[src/hw/rtl/mlpr_pkg.sv]
// Package for the MLP forward pass: sizes, Q8.8 constants, opcodes, states,
// the cell control and data chain structs, and register clamp helpers.
// No dependencies.
`default_nettype none
package mlpr_pkg;
	localparam int unsigned NEURONS = 16;
	localparam int unsigned WLAYERS = 4;
	localparam int unsigned DW      = 16;
	localparam int unsigned FRAC    = 8;
	localparam int unsigned IDX_W   = $clog2(NEURONS);
	localparam int unsigned LIDX_W  = $clog2(WLAYERS);
	localparam int unsigned PROD_W  = 2 * DW;
	localparam int unsigned ACC_W   = PROD_W + IDX_W + 1;
	localparam int unsigned RES_W   = DW - 1;
	localparam int unsigned CNT_W   = $clog2(NEURONS + 3);
	localparam int unsigned DRAIN_CYC = NEURONS + 2;

	typedef enum logic [1:0] {
		OP_WEIGHT = 2'd0,
		OP_BIAS   = 2'd1,
		OP_INPUT  = 2'd2,
		OP_RUN    = 2'd3
	} opcode_t;

	typedef enum logic [2:0] {
		REG_NUM_LAYERS = 3'd0,
		REG_SIZE0      = 3'd1,
		REG_SIZE4      = 3'd5
	} reg_index_t;

	typedef enum logic [2:0] {
		ST_IDLE,
		ST_START,
		ST_FEED,
		ST_DRAIN,
		ST_WRITE,
		ST_EMIT
	} state_t;

	typedef struct packed {
		logic                 valid;
		logic [IDX_W-1:0]     idx;
		logic signed [DW-1:0] act;
	} flow_t;

	typedef struct packed {
		logic              start;
		logic [LIDX_W-1:0] lidx;
		logic              load_w;
		logic              load_b;
		logic [LIDX_W-1:0] wl;
		logic [IDX_W-1:0]  col;
		logic [DW-1:0]     value;
	} cell_ctrl_t;

	function automatic logic [4:0] size_clamp(input logic [4:0] s);
		if (s == 5'd0) return 5'd1;
		if (s > 5'(NEURONS)) return 5'(NEURONS);
		return s;
	endfunction

	function automatic logic [2:0] layers_clamp(input logic [2:0] n);
		if (n == 3'd0) return 3'd1;
		if (n > 3'(WLAYERS)) return 3'(WLAYERS);
		return n;
	endfunction
endpackage
`default_nettype wire

[src/hw/rtl/mlpr_ram.sv]
// Generic single write port, single read port RAM with registered read data.
// No dependencies.
`default_nettype none
module mlpr_ram #(
	parameter int unsigned WIDTH = 16,
	parameter int unsigned DEPTH = 64
) (
	input  wire logic                     clk,
	input  wire logic                     we,
	input  wire logic [$clog2(DEPTH)-1:0] waddr,
	input  wire logic [WIDTH-1:0]         wdata,
	input  wire logic [$clog2(DEPTH)-1:0] raddr,
	output logic      [WIDTH-1:0]         rdata
);
	logic [WIDTH-1:0] mem_q [DEPTH];

	always_ff @(posedge clk) begin
		if (we) begin
			mem_q[waddr] <= wdata;
		end
		rdata <= mem_q[raddr];
	end
endmodule
`default_nettype wire

[src/hw/rtl/mlpr_cell.sv]
// One neuron cell: holds its weight row for every layer and its biases,
// accumulates products as activations pass by, and forwards them on.
// Depends on mlpr_pkg and mlpr_ram.
`default_nettype none
module mlpr_cell (
	input  wire logic                             clk,
	input  wire logic                             arst_n,
	input  wire mlpr_pkg::cell_ctrl_t             ctrl,
	input  wire logic                             sel,
	input  wire mlpr_pkg::flow_t                  flow_in,
	output mlpr_pkg::flow_t                       flow_out,
	output logic [mlpr_pkg::RES_W-1:0]            res
);
	import mlpr_pkg::*;

	flow_t                     pass_q;
	logic [DW-1:0]             wdata_rd;
	logic [DW-1:0]             bias_q [WLAYERS];
	logic signed [PROD_W-1:0]  mul_s2;
	logic                      mv_s2;
	logic signed [ACC_W-1:0]   acc_q;
	logic [ACC_W-FRAC-1:0]     quot;
	logic [DW-1:0]             bias_sel;

	mlpr_ram #(.WIDTH(DW), .DEPTH(WLAYERS * NEURONS)) u_wram (
		.clk  (clk),
		.we   (ctrl.load_w && sel),
		.waddr({ctrl.wl, ctrl.col}),
		.wdata(ctrl.value),
		.raddr({ctrl.lidx, flow_in.idx}),
		.rdata(wdata_rd)
	);

	always_ff @(posedge clk or negedge arst_n) begin
		if (!arst_n) begin
			pass_q <= '0;
			mv_s2  <= 1'b0;
		end else begin
			pass_q <= flow_in;
			mv_s2  <= pass_q.valid;
		end
	end

	assign bias_sel = bias_q[ctrl.lidx];

	always_ff @(posedge clk) begin
		mul_s2     <= $signed(wdata_rd) * $signed(pass_q.act);
		if (ctrl.load_b && sel) begin
			bias_q[ctrl.wl] <= ctrl.value;
		end
		// The bias enters in Q16.16, aligned with the products.
		if (ctrl.start) begin
			acc_q <= $signed({{(ACC_W-DW-FRAC){bias_sel[DW-1]}}, bias_sel, {FRAC{1'b0}}});
		end else if (mv_s2) begin
			acc_q <= acc_q + $signed({{(ACC_W-PROD_W){mul_s2[PROD_W-1]}}, mul_s2});
		end
	end

	assign flow_out = pass_q;
	assign quot     = acc_q[ACC_W-1:FRAC];

	always_comb begin
		if (acc_q[ACC_W-1] || acc_q == '0) begin
			res = '0;
		end else if (|quot[ACC_W-FRAC-1:RES_W]) begin
			res = '1;
		end else begin
			res = quot[RES_W-1:0];
		end
	end
endmodule
`default_nettype wire

[config.mk]
export PLATFORM = sky130hd
export DESIGN_NAME = mlpr_cell
export DESIGN_NICKNAME = d
export VERILOG_FILES = /design/src/hw/rtl/mlpr_pkg.sv /design/src/hw/rtl/mlpr_ram.sv /design/src/hw/rtl/mlpr_cell.sv
export SDC_FILE = /design/constraint.sdc
export NUM_CORES = 2
export LEC_CHECK = 0
export BUFFER_PORTS_ARGS = -buffer_cell sky130_fd_sc_hd__buf_2
export CAP_MARGIN = 20
export CORE_UTILIZATION = 30
export CTS_BUF_LIST = sky130_fd_sc_hd__clkbuf_16
export DETAILED_ROUTE_END_ITERATION = 12
export PLACE_DENSITY_LB_ADDON = 0.1
export SKIP_CTS_REPAIR_TIMING = 1
export SLEW_MARGIN = 20
export SYNTH_ARGS = -nofsm -noshare
export SYNTH_HDL_FRONTEND = slang
export SYNTH_SLANG_ARGS = --single-unit
[constraint.sdc]
create_clock -name clk -period 7.05 [get_ports clk]
set_clock_uncertainty 0.15 [all_clocks]
set_input_delay 1.41 -clock clk [delete_from_list [all_inputs] [get_ports clk]]
set_output_delay 1.41 -clock clk [all_outputs]
set_load 0.05 [all_outputs]
==> impl_results.md <==
- Post-DR vias/cell: 4.84
- Setup violations, final: 0
- H-tree depth: 4
- Combined buffer and inverter count along the critical path: 3
- Largest cells by area after synthesis: edfxtp_1, mux4_2, fa_1
- Total negative setup slack: 0 ps
- Primary FF master, synth: edfxtp_1
- Via count of the first global-routing pass: 32033
- Final hold vios: 0
- Starting Density: 30.2%
- Via total after detailed routing: 29028
- Post-synthesis mux area share: 14.2%
- Number of violations of the max-capacitance limit: 0
- Global placement routability congestion: 0.826
- Antenna violation net count after detailed routing: 0
- Largest fanout on the critical path: 17
- CP cell instances: nand2_1, inv_1, fa_1, fa_1, fa_1, fa_1, fa_1, inv_1, fa_1, inv_1, ha_1, nand3_1, nor3_1, nand3_1, nor3b_1, o211ai_1, a211o_1, o311ai_0
- Final number of max-transition violations: 0
- Critical path arrival: 7050 ps
- Mean post-synth cell area: 17.6 um^2
- Top post-synthesis cells by count: edfxtp_1, mux4_2, inv_1, fa_1, nand2_1
- Post-synth ARST share: 1.84%
- WS Path Type: flop to flop
- Share of synthesized cell area in full adder, half adder and majority cells: 12.0%
- Num ports: 87
- Largest net degree at the start of global routing: 92
- Buffers added on ports: 86
- Kind of path behind the tightest hold check: flop to flop
- FF+latch count, synth: 1195
- Initial antenna violation count: 16
- Library cell with the largest summed area after synthesis: edfxtp_1
- Sequential-to-total area share from yosys stat: 62.6%
- Count of distinct cell types in the synthesized netlist: 60
- Most common cell on crit path: fa_1
- Post-synthesis instance area: 0.0562 mm^2
- Number of clock sinks: 1195
- Area of the core: 0.186 mm^2
- Count of TritonRoute iterations in the first routing pass: 6
- Final-stage net count: 3842
- Dominant combinational cell family by area after synthesis: multiplexers
- Worst Setup Start Kind: flop
- Final Routed Wirelength: 157000 um
- Setup repair after global routing missed its margin: no
- Reg clk slew, reported paths: 60 ps
- Net count after synthesis: 3627
- Leading cell type by number of instances after synthesis: edfxtp_1
- Post-Synthesis Cells: 3195
- Wire length of the first global-routing pass: 228000 um
- Remaining Overflow, GRT: 0
- Worst hold-check slack: 222 ps
- Area Growth Syn to Fin: 15.2%
- Post-Synth Simple-Gate Area: 4.85%
- Horizontal die dimension: 435 um
- Required time worst endpoint: 7550 ps
- Final Critical Period: 6550 ps
- Final period utilization: 92.9%
- Xor/xnor cell area share of the yosys netlist: 0.873%
- Worst slew margin relative to its limit: 29.1%
- Average detailed-routed wire length per instance: 26.2 um
- Post-route DRC violation count: 0
- Floorplan row count: 158
- Crit path max-delay family: adder cells
- CTS root buffer: clkbuf_16
- Post-DP HPWL: 99900 um
- Largest stage delay on the critical path: 840 ps
- Status: complete, no violations
- Clock tree from TritonCTS: yes
- Fraction of post-synthesis cell area in the top cell type by area: 59.7%
- Initial DRC count: 1958
- Post-synthesis compound-gate area fraction: 2.38%
- Final core utilization: 34.8%
- Critical path capture point type: flop
- Clock insertion delay at the later pin of the skew report: 770 ps
- Cell with the largest stage delay on the worst path: fa_1
- Die area: 0.189 mm^2
- Total track usage: 16.7%
- Vertical extent of the die: 435 um
- Maximum operating frequency: 153 MHz
- Fraction of layout cells with a size suffix above 1: 22.4%
- Transition at the pin with the smallest max-transition slack: 1060 ps
- Number of clock buffers inserted by TritonCTS: 140
- Number of synthesized flops with an enable pin: 1117
- Number of synthesis warnings: 0
- Clock Path Buffers: 3
cell type report:
| class | instances | area (um^2) |
|---|---|---|
| clock inverter | 110 | 916 |
| clock buffer | 142 | 3550 |
| fill | 17643 | 121000 |
| sequential | 1195 | 35200 |
| antenna | 2 | 5.00 |
| tap | 2480 | 3100 |
| multi-input combinational | 1568 | 19400 |
| inverter | 298 | 1120 |
| timing repair buffer | 207 | 1450 |
placed cells by master, fill, tap and decap left out, types with 14 or more instances in the layout:
| cell | netlist | routed |
|---|---|---|
| edfxtp_1 | 1117 | 1117 |
| mux4_2 | 352 | 352 |
| inv_1 | 298 | 343 |
| fa_1 | 263 | 263 |
| nand2_1 | 166 | 166 |
| clkbuf_16 | 0 | 142 |
| and2_1 | 127 | 127 |
| nor2_1 | 152 | 127 |
| ha_1 | 118 | 118 |
| buf_4 | 4 | 116 |
| buf_2 | 22 | 82 |
| dfxtp_1 | 56 | 56 |
| a21oi_1 | 54 | 54 |
| o21ai_0 | 44 | 44 |
| xnor2_1 | 40 | 40 |
| a21o_1 | 30 | 30 |
| nor2_2 | 0 | 25 |
| nand3_1 | 22 | 22 |
| dfrtp_1 | 22 | 20 |
| clkinv_2 | 0 | 18 |
| clkinv_1 | 0 | 18 |
| nand2b_1 | 17 | 16 |
| xor2_1 | 16 | 16 |
| o21a_1 | 14 | 14 |
| nor3_1 | 15 | 14 |
worst register-to-register path: cells and delay by family (launching register included):
kind / cells / cell delay [ps]
AOI/OAI and AO/OA: 3 / 640
and+or+nand+nor: 5 / 1070
DFF: 1 / 550
buffers and inverters: 3 / 210
adders and majority gates: 7 / 3820
through the flow:
| step | cell area [um^2] | setup slack [ps] | std cells |
|---|---|---|---|
| 6_report | 64700 | 503 | 6002 |
| 5_1_grt | 64700 | 74.3 | 6000 |
| 4_1_cts | 64700 | 238 | 6000 |
| 2_1_floorplan | 56200 | 789 | 3195 |
| 3_3_place_gp | 60300 | 462 | 5748 |
| 3_5_place_dp | 60300 | 288 | 5748 |
cells by family (layout without fill, tap and decap cells):
| kind of cell | count (synthesis) | after routing |
|---|---|---|
| muxes | 360 | 360 |
| adders and majority gates | 381 | 381 |
| DFF | 1195 | 1195 |
| other | 0 | 2 |
| buffers and inverters | 432 | 757 |
| and+or+nand+nor | 564 | 564 |
| AOI/OAI and AO/OA | 207 | 207 |
| xor gates and xnor gates | 56 | 56 |
registers in the layout, summed over array words and instances (netlist names):
register      cells
u_wram.mem_q   1024
bias_q           64
acc_q            37
mul_s2           32
flow_out         21
u_wram.rdata     16
mv_s2             1
layer usage:
layer  GRT usage, %  routed length [um]  vias up
li1               -                   -    12501
met1           20.5               64200    15684
met2           30.6               83900      619
met3           2.28                5120      224
met4           4.51                3850        0
met5              0                   0        -
final timing paths:
path                              start          end  slack (ps)  cells after the start
max                         flow_out[1]   mul_s2[30]         500                     18
min                        flow_out[20]        mv_s2         220                      0
max reg2reg                 flow_out[1]   mul_s2[30]         500                     18
min reg2reg                flow_out[20]        mv_s2         220                      0
max in group asynchronous        arst_n  flow_out[1]        5460                      1
min in group asynchronous        arst_n  flow_out[8]         630                      1
Power is not shown: default switching activity piles up to over one toggle a cycle in this logic, so the estimate is an artifact.
